--- config.mk ---
export PLATFORM = sky130hd
export DESIGN_NAME = audio_waveform_oscillator_flat
export DESIGN_NICKNAME = d
export VERILOG_FILES = /design/src/design/awo_pkg.sv /design/src/design/awo_in_if.sv /design/src/design/awo_out_if.sv /design/src/design/awo_seq.sv /design/src/design/audio_waveform_oscillator.sv /design/src/flat_wrapper.sv
export VERILOG_INCLUDE_DIRS = /design/src /design/src/design
export SDC_FILE = /design/constraint.sdc
export NUM_CORES = 2
export LEC_CHECK = 0
export BUFFER_PORTS_ARGS = -buffer_cell sky130_fd_sc_hd__buf_2
export CORE_MARGIN = 2
export CORE_UTILIZATION = 25
export DETAILED_ROUTE_END_ITERATION = 8
export GPL_ROUTABILITY_DRIVEN = 0
export PLACE_DENSITY = 0.41
export SLEW_MARGIN = 10
export SYNTH_ARGS = -nofsm -noshare
export SYNTH_HDL_FRONTEND = slang
export SYNTH_SLANG_ARGS = --single-unit
--- constraint.sdc ---
create_clock -name i_clk -period 9.6 [get_ports i_clk]
set_input_delay 2.4 -clock i_clk [delete_from_list [all_inputs] [get_ports i_clk]]
set_output_delay 2.4 -clock i_clk [all_outputs]
set_load 0.02 [all_outputs]
--- src/design/audio_waveform_oscillator_macros.svh ---
`ifndef AUDIO_WAVEFORM_OSCILLATOR_MACROS_SVH
`define AUDIO_WAVEFORM_OSCILLATOR_MACROS_SVH

// same-cycle implication, clocked on i_clk, off during reset
`define AWO_ASSERT_SAME(lbl, ante, cons, msg) \
    lbl: assert property (@(posedge i_clk) disable iff (!i_rst_n) (ante) |-> (cons)) \
        else $error(msg);

// next-cycle implication
`define AWO_ASSERT_NEXT(lbl, ante, cons, msg) \
    lbl: assert property (@(posedge i_clk) disable iff (!i_rst_n) (ante) |=> (cons)) \
        else $error(msg);

`endif

--- src/design/awo_pkg.sv ---
package awo_pkg;

    localparam int MAX_HARMONICS = 64;

    localparam int INDEX_W   = 32;
    localparam int PHASE_W   = 32;
    localparam int SAMPLE_W  = 17;
    localparam int MODE_W    = 3;
    localparam int LIMREG_W  = 7;

    localparam int IDX_W     = $clog2(MAX_HARMONICS);
    localparam int NCNT_W    = $clog2(MAX_HARMONICS + 1);
    localparam int LIM_W     = (NCNT_W > LIMREG_W) ? NCNT_W : LIMREG_W;

    localparam int RECIP_W   = 25;
    localparam int SCALE_W   = 16;
    localparam int TERM_W    = SCALE_W + RECIP_W;
    localparam int MAG_W     = IDX_W + 39;
    localparam int ACC_W     = MAG_W + 2;
    localparam int SC_LO_W   = 23;
    localparam int SC_HI_W   = MAG_W - SC_LO_W;
    localparam int SC_LO_P_W = SCALE_W + SC_LO_W;
    localparam int SC_HI_P_W = SCALE_W + SC_HI_W;
    localparam int SUM_W     = MAG_W + SCALE_W + 1;
    localparam int RND_SH    = 40;
    localparam int RND_W     = SUM_W - RND_SH;

    localparam logic [SCALE_W-1:0] SAW_SCALE = 16'd41722;
    localparam logic [31:0] NOISE_SEED = 32'hACE1ACE1;
    localparam logic [31:0] NOISE_TAPS = 32'h80200003;
    localparam int OUT_MAX = 65535;
    localparam int OUT_NEG_MAX = 65536;

    localparam logic [MODE_W-1:0] MODE_SILENT = 3'd0;
    localparam logic [MODE_W-1:0] MODE_SINE   = 3'd1;
    localparam logic [MODE_W-1:0] MODE_SQUARE = 3'd2;
    localparam logic [MODE_W-1:0] MODE_TRI    = 3'd3;
    localparam logic [MODE_W-1:0] MODE_NOISE  = 3'd4;
    localparam logic [MODE_W-1:0] MODE_SAW    = 3'd5;

    localparam int CFG_IDX_W  = 2;
    localparam int CFG_DATA_W = 32;
    localparam logic [CFG_IDX_W-1:0] CFG_MODE = 2'd0;
    localparam logic [CFG_IDX_W-1:0] CFG_INC  = 2'd1;
    localparam logic [CFG_IDX_W-1:0] CFG_LIM  = 2'd2;

    localparam logic [MODE_W-1:0]   RST_MODE = MODE_SILENT;
    localparam logic [PHASE_W-1:0]  RST_INC  = 32'd683565276;
    localparam logic [LIMREG_W-1:0] RST_LIM  = 7'd50;

    localparam int STEP_W = 4;
    typedef logic [STEP_W-1:0] t_step;

    localparam t_step S_IDLE     = 4'd0;
    localparam t_step S_PHASE    = 4'd1;
    localparam t_step S_SINE     = 4'd2;
    localparam t_step S_SINE_RES = 4'd3;
    localparam t_step S_SQR      = 4'd4;
    localparam t_step S_SQR_RES  = 4'd5;
    localparam t_step S_TRI      = 4'd6;
    localparam t_step S_NOISE    = 4'd7;
    localparam t_step S_ZERO     = 4'd8;
    localparam t_step S_SAW      = 4'd9;
    localparam t_step S_DRAIN    = 4'd10;
    localparam t_step S_MAG      = 4'd11;
    localparam t_step S_SC_LO    = 4'd12;
    localparam t_step S_SC_HI    = 4'd13;
    localparam t_step S_ROUND    = 4'd14;
    localparam t_step S_OUT      = 4'd15;

    typedef logic [2:0] t_br;
    localparam t_br BR_NEXT     = 3'd0;
    localparam t_br BR_JUMP     = 3'd1;
    localparam t_br BR_MODE     = 3'd2;
    localparam t_br BR_LOOP     = 3'd3;
    localparam t_br BR_WAIT_IN  = 3'd4;
    localparam t_br BR_WAIT_OUT = 3'd5;

    typedef logic [2:0] t_res;
    localparam t_res RES_NONE  = 3'd0;
    localparam t_res RES_ZERO  = 3'd1;
    localparam t_res RES_SINE  = 3'd2;
    localparam t_res RES_SQR   = 3'd3;
    localparam t_res RES_TRI   = 3'd4;
    localparam t_res RES_NOISE = 3'd5;
    localparam t_res RES_SAW   = 3'd6;

    typedef logic [1:0] t_mb;
    localparam t_mb MB_TERM = 2'd0;
    localparam t_mb MB_LO   = 2'd1;
    localparam t_mb MB_HI   = 2'd2;

    typedef struct packed {
        t_br   br;
        t_step target;
        t_res  res;
        logic  phase_ld;
        logic  saw_run;
        logic  mag_ld;
        t_mb   mb_sel;
        logic  scl_ld;
    } t_ucode;

    typedef struct packed {
        logic              in_valid;
        logic              out_free;
        logic              loop_go;
        logic [MODE_W-1:0] mode;
    } t_seq_stat;

    typedef struct packed {
        t_step  step;
        t_ucode uw;
    } t_seq_ctrl;

    function automatic t_ucode ucode_rom(input t_step s);
        t_ucode u;
        u = '{br: BR_NEXT, target: S_IDLE, res: RES_NONE, phase_ld: 1'b0,
              saw_run: 1'b0, mag_ld: 1'b0, mb_sel: MB_TERM, scl_ld: 1'b0};
        unique case (s)
            S_IDLE: begin
                u.br = BR_WAIT_IN;
                u.target = S_PHASE;
            end
            S_PHASE: begin
                u.br = BR_MODE;
                u.phase_ld = 1'b1;
            end
            S_SINE:     u.br = BR_NEXT;
            S_SINE_RES: begin
                u.br = BR_JUMP;
                u.target = S_OUT;
                u.res = RES_SINE;
            end
            S_SQR:      u.br = BR_NEXT;
            S_SQR_RES: begin
                u.br = BR_JUMP;
                u.target = S_OUT;
                u.res = RES_SQR;
            end
            S_TRI: begin
                u.br = BR_JUMP;
                u.target = S_OUT;
                u.res = RES_TRI;
            end
            S_NOISE: begin
                u.br = BR_JUMP;
                u.target = S_OUT;
                u.res = RES_NOISE;
            end
            S_ZERO: begin
                u.br = BR_JUMP;
                u.target = S_OUT;
                u.res = RES_ZERO;
            end
            S_SAW: begin
                u.br = BR_LOOP;
                u.saw_run = 1'b1;
            end
            S_DRAIN:    u.br = BR_NEXT;
            S_MAG: begin
                u.br = BR_NEXT;
                u.mag_ld = 1'b1;
            end
            S_SC_LO: begin
                u.br = BR_NEXT;
                u.mb_sel = MB_LO;
            end
            S_SC_HI: begin
                u.br = BR_NEXT;
                u.mb_sel = MB_HI;
                u.scl_ld = 1'b1;
            end
            S_ROUND: begin
                u.br = BR_JUMP;
                u.target = S_OUT;
                u.res = RES_SAW;
            end
            S_OUT: begin
                u.br = BR_WAIT_OUT;
                u.target = S_IDLE;
            end
        endcase
        return u;
    endfunction

    function automatic t_step mode_entry(input logic [MODE_W-1:0] mode);
        t_step s;
        unique case (mode)
            MODE_SINE:   s = S_SINE;
            MODE_SQUARE: s = S_SQR;
            MODE_TRI:    s = S_TRI;
            MODE_NOISE:  s = S_NOISE;
            MODE_SAW:    s = S_SAW;
            default:     s = S_ZERO;
        endcase
        return s;
    endfunction

endpackage

--- src/design/awo_in_if.sv ---
interface awo_in_if import awo_pkg::*; ();
    logic               valid;
    logic               ready;
    logic [INDEX_W-1:0] sample_index;

    modport source (output valid, output sample_index, input ready);
    modport sink   (input valid, input sample_index, output ready);
endinterface

--- src/design/awo_out_if.sv ---
interface awo_out_if import awo_pkg::*; ();
    logic                       valid;
    logic                       ready;
    logic signed [SAMPLE_W-1:0] sample_value;

    modport source (output valid, output sample_value, input ready);
    modport sink   (input valid, input sample_value, output ready);
endinterface

--- src/design/awo_seq.sv ---
module awo_seq import awo_pkg::*; (
    input  logic      i_clk,
    input  logic      i_rst_n,
    input  t_seq_stat i_stat,
    output t_seq_ctrl o_ctrl
);

    t_step  r_step;
    t_step  n_step;
    t_ucode w_uw;

    assign w_uw = ucode_rom(r_step);

    always_comb begin
        unique case (w_uw.br)
            BR_NEXT:     n_step = r_step + STEP_W'(1);
            BR_JUMP:     n_step = w_uw.target;
            BR_MODE:     n_step = mode_entry(i_stat.mode);
            BR_LOOP:     n_step = i_stat.loop_go ? r_step : r_step + STEP_W'(1);
            BR_WAIT_IN:  n_step = i_stat.in_valid ? w_uw.target : r_step;
            BR_WAIT_OUT: n_step = i_stat.out_free ? w_uw.target : r_step;
            default:     n_step = S_IDLE;
        endcase
    end

    always_ff @(posedge i_clk) begin
        if (!i_rst_n) begin
            r_step <= S_IDLE;
        end else begin
            r_step <= n_step;
        end
    end

    assign o_ctrl.step = r_step;
    assign o_ctrl.uw   = w_uw;

endmodule

--- src/design/audio_waveform_oscillator.sv ---
// Waveform oscillator. Each item on i_sample carries a sample index; the
// block answers with exactly one item on o_sample, a signed Q2.15 sample of
// the waveform chosen by wave_mode at phase = phase_increment * index.
// Registers are written on the cfg port (index 0 mode, 1 increment,
// 2 harmonic limit); the user must write them only while no item is
// in flight, as the block itself does not enforce it.
// A microcoded sequencer runs one item at a time. After the phase step,
// silence, triangle and noise give their result directly, sine and
// square after the parabola stage, and the sawtooth after summing
// harmonics 1 to L - 1, L = harmonic_limit clamped to 64, one harmonic
// per cycle through the sine and reciprocal multipliers, then drain,
// magnitude, two scale multiplies and rounding.
// A new item can be taken in the cycle after the result enters the output
// register.
// When the receiver stalls, the result waits in the output register and
// the next item is still accepted and worked; it holds until the slot frees.
// Reset restores the register defaults and the noise seed, and empties
// the output register.
`include "audio_waveform_oscillator_macros.svh"

module audio_waveform_oscillator import awo_pkg::*; (
    input  logic                  i_clk,
    input  logic                  i_rst_n,
    input  logic                  i_cfg_we,
    input  logic [CFG_IDX_W-1:0]  i_cfg_idx,
    input  logic [CFG_DATA_W-1:0] i_cfg_data,
    awo_in_if.sink                i_sample,
    awo_out_if.source             o_sample
);

    logic [MODE_W-1:0]   r_mode;
    logic [PHASE_W-1:0]  r_inc;
    logic [LIMREG_W-1:0] r_lim;
    logic [31:0]         r_lfsr;

    logic [INDEX_W-1:0]  r_idx;
    logic [PHASE_W-1:0]  r_phase;
    logic [PHASE_W-1:0]  r_p;
    logic [LIM_W-1:0]    r_n;

    logic [31:0]         r_sq;
    logic                r_a_neg;
    logic                r_a_vld;
    logic [IDX_W-1:0]    r_a_n;

    logic [TERM_W-1:0]   r_term;
    logic                r_b_neg;
    logic                r_b_vld;

    logic [ACC_W-1:0]    r_acc;
    logic [MAG_W-1:0]    r_mag;
    logic                r_neg;
    logic [SC_LO_P_W-1:0] r_scl;

    logic signed [SAMPLE_W-1:0] r_res;
    logic                       r_out_vld;
    logic signed [SAMPLE_W-1:0] r_out_data;

    t_seq_stat w_stat;
    t_seq_ctrl w_ctrl;

    logic [LIM_W-1:0]    w_lim_ext;
    logic [LIM_W-1:0]    w_lim;
    logic                w_loop_go;
    logic                w_issue;
    logic                w_out_free;
    logic                w_out_ld;
    logic                w_in_fire;

    logic [PHASE_W-1:0]  w_phase_prod;
    logic [14:0]         w_h;
    logic [16:0]         w_par;
    logic [31:0]         n_sq;
    logic [31:0]         w_sq_rnd;
    logic [15:0]         w_m;

    logic [RECIP_W-1:0]  w_recip_tab [MAX_HARMONICS];
    logic [SCALE_W-1:0]  w_mb_x;
    logic [RECIP_W-1:0]  w_mb_y;
    logic [TERM_W-1:0]   n_term;

    logic [ACC_W-1:0]    w_term_ext;
    logic [ACC_W-1:0]    w_acc_abs;

    logic [SUM_W-1:0]    w_sum;
    logic [RND_W-1:0]    w_rnd;
    logic signed [SAMPLE_W-1:0] w_saw;
    logic signed [SAMPLE_W-1:0] w_sin;
    logic signed [SAMPLE_W-1:0] w_sqr;
    logic signed [SAMPLE_W-1:0] w_tri;
    logic [17:0]         w_u2;
    logic [31:0]         w_lfsr_n;
    logic signed [SAMPLE_W-1:0] w_noise;

    // reciprocal table, floor((2^24 + n/2) / n)
    for (genvar g = 0; g < MAX_HARMONICS; g++) begin : g_recip
        localparam int RDIV = (g == 0) ? 1 : g;
        localparam int RVAL = ((1 << 24) + RDIV / 2) / RDIV;
        assign w_recip_tab[g] = RECIP_W'(RVAL);
    end

    // sequencer
    assign w_in_fire  = i_sample.valid && i_sample.ready;
    assign w_out_free = !r_out_vld || o_sample.ready;
    assign w_out_ld   = (w_ctrl.uw.br == BR_WAIT_OUT) && w_out_free;

    assign w_lim_ext = LIM_W'(r_lim);
    assign w_lim     = (w_lim_ext > LIM_W'(MAX_HARMONICS)) ? LIM_W'(MAX_HARMONICS)
                                                           : w_lim_ext;
    assign w_loop_go = r_n < w_lim;
    assign w_issue   = w_ctrl.uw.saw_run && w_loop_go;

    assign w_stat.in_valid = i_sample.valid;
    assign w_stat.out_free = w_out_free;
    assign w_stat.loop_go  = w_loop_go;
    assign w_stat.mode     = r_mode;

    awo_seq u_seq (
        .i_clk   (i_clk),
        .i_rst_n (i_rst_n),
        .i_stat  (w_stat),
        .o_ctrl  (w_ctrl)
    );

    assign i_sample.ready = (w_ctrl.uw.br == BR_WAIT_IN);

    // config registers
    always_ff @(posedge i_clk) begin
        if (!i_rst_n) begin
            r_mode <= RST_MODE;
            r_inc  <= RST_INC;
            r_lim  <= RST_LIM;
        end else if (i_cfg_we) begin
            unique case (i_cfg_idx)
                CFG_MODE: r_mode <= i_cfg_data[MODE_W-1:0];
                CFG_INC:  r_inc  <= i_cfg_data[PHASE_W-1:0];
                CFG_LIM:  r_lim  <= i_cfg_data[LIMREG_W-1:0];
                default: begin
                end
            endcase
        end
    end

    // phase and harmonic stepping
    assign w_phase_prod = r_inc * r_idx;

    always_ff @(posedge i_clk) begin
        if (w_in_fire) begin
            r_idx <= i_sample.sample_index;
        end
        if (w_ctrl.uw.phase_ld) begin
            r_phase <= w_phase_prod;
            r_p     <= w_phase_prod;
            r_n     <= LIM_W'(1);
        end else if (w_issue) begin
            r_p <= r_p + r_phase;
            r_n <= r_n + LIM_W'(1);
        end
    end

    // stage A: parabola h * (65536 - 2h)
    assign w_h   = r_p[30:16];
    assign w_par = 17'd65536 - {1'b0, w_h, 1'b0};
    assign n_sq  = {17'd0, w_h} * {15'd0, w_par};

    assign w_sq_rnd = r_sq + 32'd8192;
    assign w_m      = w_sq_rnd[29:14];

    // stage B: shared multiplier, harmonic term or output scaling
    always_comb begin
        unique case (w_ctrl.uw.mb_sel)
            MB_LO: begin
                w_mb_x = SAW_SCALE;
                w_mb_y = RECIP_W'(r_mag[SC_LO_W-1:0]);
            end
            MB_HI: begin
                w_mb_x = SAW_SCALE;
                w_mb_y = RECIP_W'(r_mag[MAG_W-1:SC_LO_W]);
            end
            default: begin
                w_mb_x = w_m;
                w_mb_y = w_recip_tab[r_a_n];
            end
        endcase
    end
    assign n_term = TERM_W'(w_mb_x) * TERM_W'(w_mb_y);

    always_ff @(posedge i_clk) begin
        r_sq    <= n_sq;
        r_a_neg <= r_p[31];
        r_a_n   <= r_n[IDX_W-1:0];
        r_term  <= n_term;
        r_b_neg <= r_a_neg;
    end

    always_ff @(posedge i_clk) begin
        if (!i_rst_n) begin
            r_a_vld <= 1'b0;
            r_b_vld <= 1'b0;
        end else begin
            r_a_vld <= w_issue;
            r_b_vld <= r_a_vld;
        end
    end

    // accumulate and take magnitude
    assign w_term_ext = ACC_W'(r_term);
    assign w_acc_abs  = r_acc[ACC_W-1] ? (ACC_W'(0) - r_acc) : r_acc;

    always_ff @(posedge i_clk) begin
        if (w_ctrl.uw.phase_ld) begin
            r_acc <= '0;
        end else if (r_b_vld) begin
            r_acc <= r_b_neg ? (r_acc - w_term_ext) : (r_acc + w_term_ext);
        end
        if (w_ctrl.uw.mag_ld) begin
            r_neg <= r_acc[ACC_W-1];
            r_mag <= w_acc_abs[MAG_W-1:0];
        end
        if (w_ctrl.uw.scl_ld) begin
            r_scl <= r_term[SC_LO_P_W-1:0];
        end
    end

    // sawtooth rounding and saturation
    assign w_sum = (SUM_W'(r_term[SC_HI_P_W-1:0]) << SC_LO_W) + SUM_W'(r_scl)
                 + (SUM_W'(1) << (RND_SH - 1));
    assign w_rnd = w_sum[SUM_W-1:RND_SH];

    always_comb begin
        if (!r_neg) begin
            w_saw = (w_rnd > RND_W'(OUT_MAX)) ? SAMPLE_W'(OUT_MAX)
                                              : SAMPLE_W'(w_rnd[SAMPLE_W-1:0]);
        end else begin
            w_saw = (w_rnd > RND_W'(OUT_NEG_MAX))
                  ? SAMPLE_W'(0) - SAMPLE_W'(OUT_NEG_MAX)
                  : SAMPLE_W'(0) - w_rnd[SAMPLE_W-1:0];
        end
    end

    // sine, square, triangle and noise waveforms
    assign w_sin = r_a_neg ? (SAMPLE_W'(0) - SAMPLE_W'(w_m)) : SAMPLE_W'(w_m);
    assign w_sqr = (!r_a_neg && (w_m != 16'd0)) ? 17'sh08000 : 17'sh18000;

    assign w_u2 = {1'b0, r_phase[31:16], 1'b0};
    always_comb begin
        priority if (r_phase[31:30] == 2'b00) begin
            w_tri = w_u2[SAMPLE_W-1:0];
        end else if (r_phase[31:30] != 2'b11) begin
            w_tri = SAMPLE_W'(18'd65536 - w_u2);
        end else begin
            w_tri = SAMPLE_W'(w_u2 - 18'd131072);
        end
    end

    assign w_lfsr_n = {1'b0, r_lfsr[31:1]} ^ (r_lfsr[0] ? NOISE_TAPS : 32'd0);
    assign w_noise  = {1'b0, w_lfsr_n[31:16]} - 17'd32768;

    always_ff @(posedge i_clk) begin
        if (!i_rst_n) begin
            r_lfsr <= NOISE_SEED;
        end else if (w_ctrl.uw.res == RES_NOISE) begin
            r_lfsr <= w_lfsr_n;
        end
    end

    always_ff @(posedge i_clk) begin
        unique case (w_ctrl.uw.res)
            RES_ZERO:  r_res <= '0;
            RES_SINE:  r_res <= w_sin;
            RES_SQR:   r_res <= w_sqr;
            RES_TRI:   r_res <= w_tri;
            RES_NOISE: r_res <= w_noise;
            RES_SAW:   r_res <= w_saw;
            default: begin
            end
        endcase
    end

    // output register
    always_ff @(posedge i_clk) begin
        if (!i_rst_n) begin
            r_out_vld <= 1'b0;
        end else if (w_out_ld) begin
            r_out_vld <= 1'b1;
        end else if (o_sample.ready) begin
            r_out_vld <= 1'b0;
        end
    end

    always_ff @(posedge i_clk) begin
        if (w_out_ld) begin
            r_out_data <= r_res;
        end
    end

    assign o_sample.valid        = r_out_vld;
    assign o_sample.sample_value = r_out_data;

    `AWO_ASSERT_NEXT(a_accept_starts, w_in_fire, w_ctrl.step == S_PHASE, "item not started")
    `AWO_ASSERT_SAME(a_pipe_drained, w_ctrl.uw.mag_ld, !r_a_vld && !r_b_vld, "terms in flight")
    `AWO_ASSERT_SAME(a_lfsr_live, 1'b1, r_lfsr != 32'd0, "noise register stuck at zero")
    `AWO_ASSERT_NEXT(a_out_load, w_out_ld, o_sample.valid && (r_out_data == $past(r_res)), "bad load")

endmodule

--- src/flat_wrapper.sv ---
// flat-port wrapper written by rule: the top's interface ports become plain ports
module audio_waveform_oscillator_flat import awo_pkg::*;
  (i_clk, i_rst_n, i_cfg_we, i_cfg_idx, i_cfg_data, i_sample_valid, i_sample_sample_index, i_sample_ready, o_sample_valid, o_sample_sample_value, o_sample_ready);
  awo_in_if i_sample_i ();
  awo_out_if o_sample_i ();
  input  logic i_clk;
  input  logic i_rst_n;
  input  logic i_cfg_we;
  input  logic [CFG_IDX_W-1:0] i_cfg_idx;
  input  logic [CFG_DATA_W-1:0] i_cfg_data;
  input wire logic [$bits(i_sample_i.valid)-1:0] i_sample_valid;
  input wire logic [$bits(i_sample_i.sample_index)-1:0] i_sample_sample_index;
  output wire logic [$bits(i_sample_i.ready)-1:0] i_sample_ready;
  output wire logic [$bits(o_sample_i.valid)-1:0] o_sample_valid;
  output wire logic [$bits(o_sample_i.sample_value)-1:0] o_sample_sample_value;
  input wire logic [$bits(o_sample_i.ready)-1:0] o_sample_ready;
  assign i_sample_i.valid = i_sample_valid;
  assign i_sample_i.sample_index = i_sample_sample_index;
  assign i_sample_ready = i_sample_i.ready;
  assign o_sample_valid = o_sample_i.valid;
  assign o_sample_sample_value = o_sample_i.sample_value;
  assign o_sample_i.ready = o_sample_ready;
  audio_waveform_oscillator u_core (.i_clk(i_clk), .i_rst_n(i_rst_n), .i_cfg_we(i_cfg_we), .i_cfg_idx(i_cfg_idx), .i_cfg_data(i_cfg_data), .i_sample(i_sample_i), .o_sample(o_sample_i));
endmodule
==> key figures <==
Global routing
  • First-pass GRT wire length: 306000 um
  • Initial antenna violation count: 8
  • GRT Resource Usage Total: 0.170
  • Largest net degree at the start of global routing: 59
  • Vias in the first global route: 47700
  • Total gr overflow: 0

Placement
  • Placed Cells incl. Taps: 9670
  • Cell Area, Placed: 0.0630 sq mm
  • I/O Buffers: 89
  • HPWL after DPL: 165000 um

STA
  • Unrepaired setup endpoints after global routing: false
  • Clock skew: roughly 0.067 ns
  • Setup Viol. Count Final: 0
  • Highest clock rate: 110 MHz
  • Slew of the pin with the lowest slew margin: between 1 and 1.5 ns
  • Hold Fails Final Rpt: 0
  • Slew Limit Fails: 0
  • Worst slew margin: 0.210
  • Final period util: 0.948
  • Period minus WS final: 9.10 ns

Run
  • Max-cap violation count: 0

Hold path
  • Worst hold path type: flip-flop to flip-flop

Setup path
  • Worst R2R Setup Slack: 0.50 ns
  • CP required: 10.20 ns
  • Slowest stage cell on the critical path: and2_1
  • Setup crit start kind: flip-flop
  • Crit Path Category: flip-flop to flip-flop
  • Crit end category: flip-flop
  • Critical path peak fanout: 32
  • CP peak stage delay: 0.72 ns
  • Critical Path AT: 9.70 ns

Drt
  • DR vias/cell: 4.65
  • Drt wl/cell: approximately 20 um
  • Vias: 45400
  • Number of DRC markers in iteration 0: 3049
  • First drt pass iteration count: 6
  • DRC Markers: 0
  • Final ANT Viol Nets: 0
  • WL final: 201000 um

Clock network
  • Clock sink total: between 300 and 400
  • Clk root buf: clkbuf_16
  • CTS tree: yes
  • Clock Path Buffers: 3
  • H-tree Lvls: 2
  • Clock Latency Late Sink: around 0.68 ns
  • Setup Buffers After CTS: 0
  • CTS clk-pin slew, worst paths: 0.06 ns
  • Total CTS buffers: 49

Logic synthesis
  • Post-synthesis cell count: 6646
  • Synth Warn #: 0
  • Avg Synthesized Cell Area: 8.77 sq um
  • Synth unique cells: 88
  • Post-synth top flop: dfxtp_1
  • Cell Area, Synth: 0.0583 sq mm
  • Flops & latches, synth: 393
  • Register area share after synthesis: 0.168
  • Ys async rst share: 0
  • EDFF count, synth: 192

Die
  • Die span in x: about 490 um
  • Die Y: 487 um
  • CORE AREA: between 0.2 and 0.25 sq mm
  • Die footprint: 0.237 sq mm
  • Starting Density: 0.251
  • Ports: 90
  • Cell row count: 177

Finish
  • Fin cells: 9763
  • Final instance area: 0.0647 sq mm
  • Most frequent cells in the layout: inv_1 (1097), nand2_1 (983), fa_1 (907), ha_1 (456), nor2_1 (423)
  • Register area: 0.00979 sq mm
  • Area Growth Syn to Fin: 11.1%
  • Multi-input logic area: 0.0433 sq mm
  • Layout filler cell count: 25000
  • Commonest non-fill, non-tap cell in the layout: inv_1
  • Layout cells sized above 1: 0.0638
  • Nets: between 8000 and 9000

Status
  • Status: finished clean
==> final cells by class <==
cell class / count / share of cell area
antenna: 1 / 0.0000386
clock buffer: 61 / 0.0204
clock inverter: 31 / 0.00566
inverter: 1104 / 0.0640
multi-input combinational: 4840 / 0.668
sequential: 393 / 0.151
tap: 3043 / 0.0588
timing repair buffer: 290 / 0.0315
==> per-layer routing <==
layer | vias to the layer above | track usage | routed length, um
li1 | 21100 | - | -
met1 | 23100 | 0.223 | 88400
met2 | 1041 | 0.297 | 98400
met3 | 199 | 0.0156 | 7770
met4 | 0 | 0.0505 | 6600
met5 | - | 0 | 0
==> metrics by stage <==
stage | TNS [ns] | utilization | setup WS, ns | hold slack [ns]
detailed placement | -0.382 | 0.271 | -0.148 | 0.379
global placement | -0.416 | 0.271 | -0.202 | 0.375
global route | 0 | 0.279 | 0.0125 | 0.355
floorplan | 0 | - | 1.07 | 0.329
finish | 0 | 0.279 | 0.499 | 0.336
CTS | 0 | 0.279 | 0.0847 | 0.326
==> worst max-delay path, delay by kind of cell (launching register included) <==
kind / cells / cell delay (ns)
DFF: 1 / 0.43
AOI/OAI and AO/OA: 11 / 2.33
buffers and inverters: 7 / 0.68
and+or+nand+nor: 4 / 1.19
xor gates and xnor gates: 1 / 0.12
adders and majority gates: 9 / 4.32
==> Yosys cell counts, types with 32 or more instances <==
library cell | number | area (sq um)
a21o_1 | 78 | 586
a21oi_1 | 277 | 1390
a31oi_1 | 37 | 231
and2_1 | 178 | 1110
and3_1 | 37 | 231
clkbuf_1 | 295 | 1110
dfxtp_1 | 201 | 4020
edfxtp_1 | 192 | 5770
fa_1 | 907 | 18200
ha_1 | 459 | 5740
inv_1 | 1097 | 4120
mux2i_1 | 46 | 460
nand2_1 | 985 | 3700
nand2b_1 | 196 | 1230
nand3_1 | 96 | 480
nand4_1 | 32 | 200
nor2_1 | 423 | 1590
nor2b_1 | 65 | 407
nor3_1 | 62 | 310
o21a_1 | 39 | 293
o21ai_0 | 185 | 926
o31ai_1 | 32 | 240
xnor2_1 | 269 | 2360
xor2_1 | 77 | 674
==> final timing paths <==
kind | start | to | depth (start not counted)
worst max-delay path | u_core.u_seq.r_step[0] | u_core.r_term[38] | 32
worst min register to register | u_core.r_p[31] | u_core.r_a_neg | 0
worst min-delay path | u_core.r_p[31] | u_core.r_a_neg | 0
worst max register to register | u_core.u_seq.r_step[0] | u_core.r_term[38] | 32
==> cell families after synthesis <==
group / count (synthesis) / synth area share
AOI/OAI and AO/OA: 893 / 0.0974
xor gates and xnor gates: 346 / 0.0520
adders and majority gates: 1366 / 0.410
buffers and inverters: 1424 / 0.0919
DFF: 393 / 0.168
muxes: 50 / 0.00886
other: 2 / 0.000129
and+or+nand+nor: 2172 / 0.172
==> sequential cells by signal (all words and copies together) (netlist names), 3 cells and up <==
signal	cells
u_core.r_scl	16
u_core.r_acc	47
u_core.r_idx	32
u_core.r_mode	3
u_core.o_sample.sample_value	17
u_core.r_sq	17
u_core.r_res	17
u_core.r_inc	32
u_core.r_mag	45
u_core.r_a_n	6
u_core.r_lfsr	32
u_core.r_lim	7
u_core.u_seq.r_step	4
u_core.r_n	7
u_core.r_phase	32
u_core.r_term	41
u_core.r_p	32
==> repair_timing <==
item	in CTS	in global routing
gates cloned	0	0
hold buffers	0	0
endpoints found under the setup margin	4	8
pin swaps	0	0
resized for setup	1	13
Power is left out: the tool's default activity adds up to more than one toggle a clock period on the data nets, which glitch-free logic cannot reach.
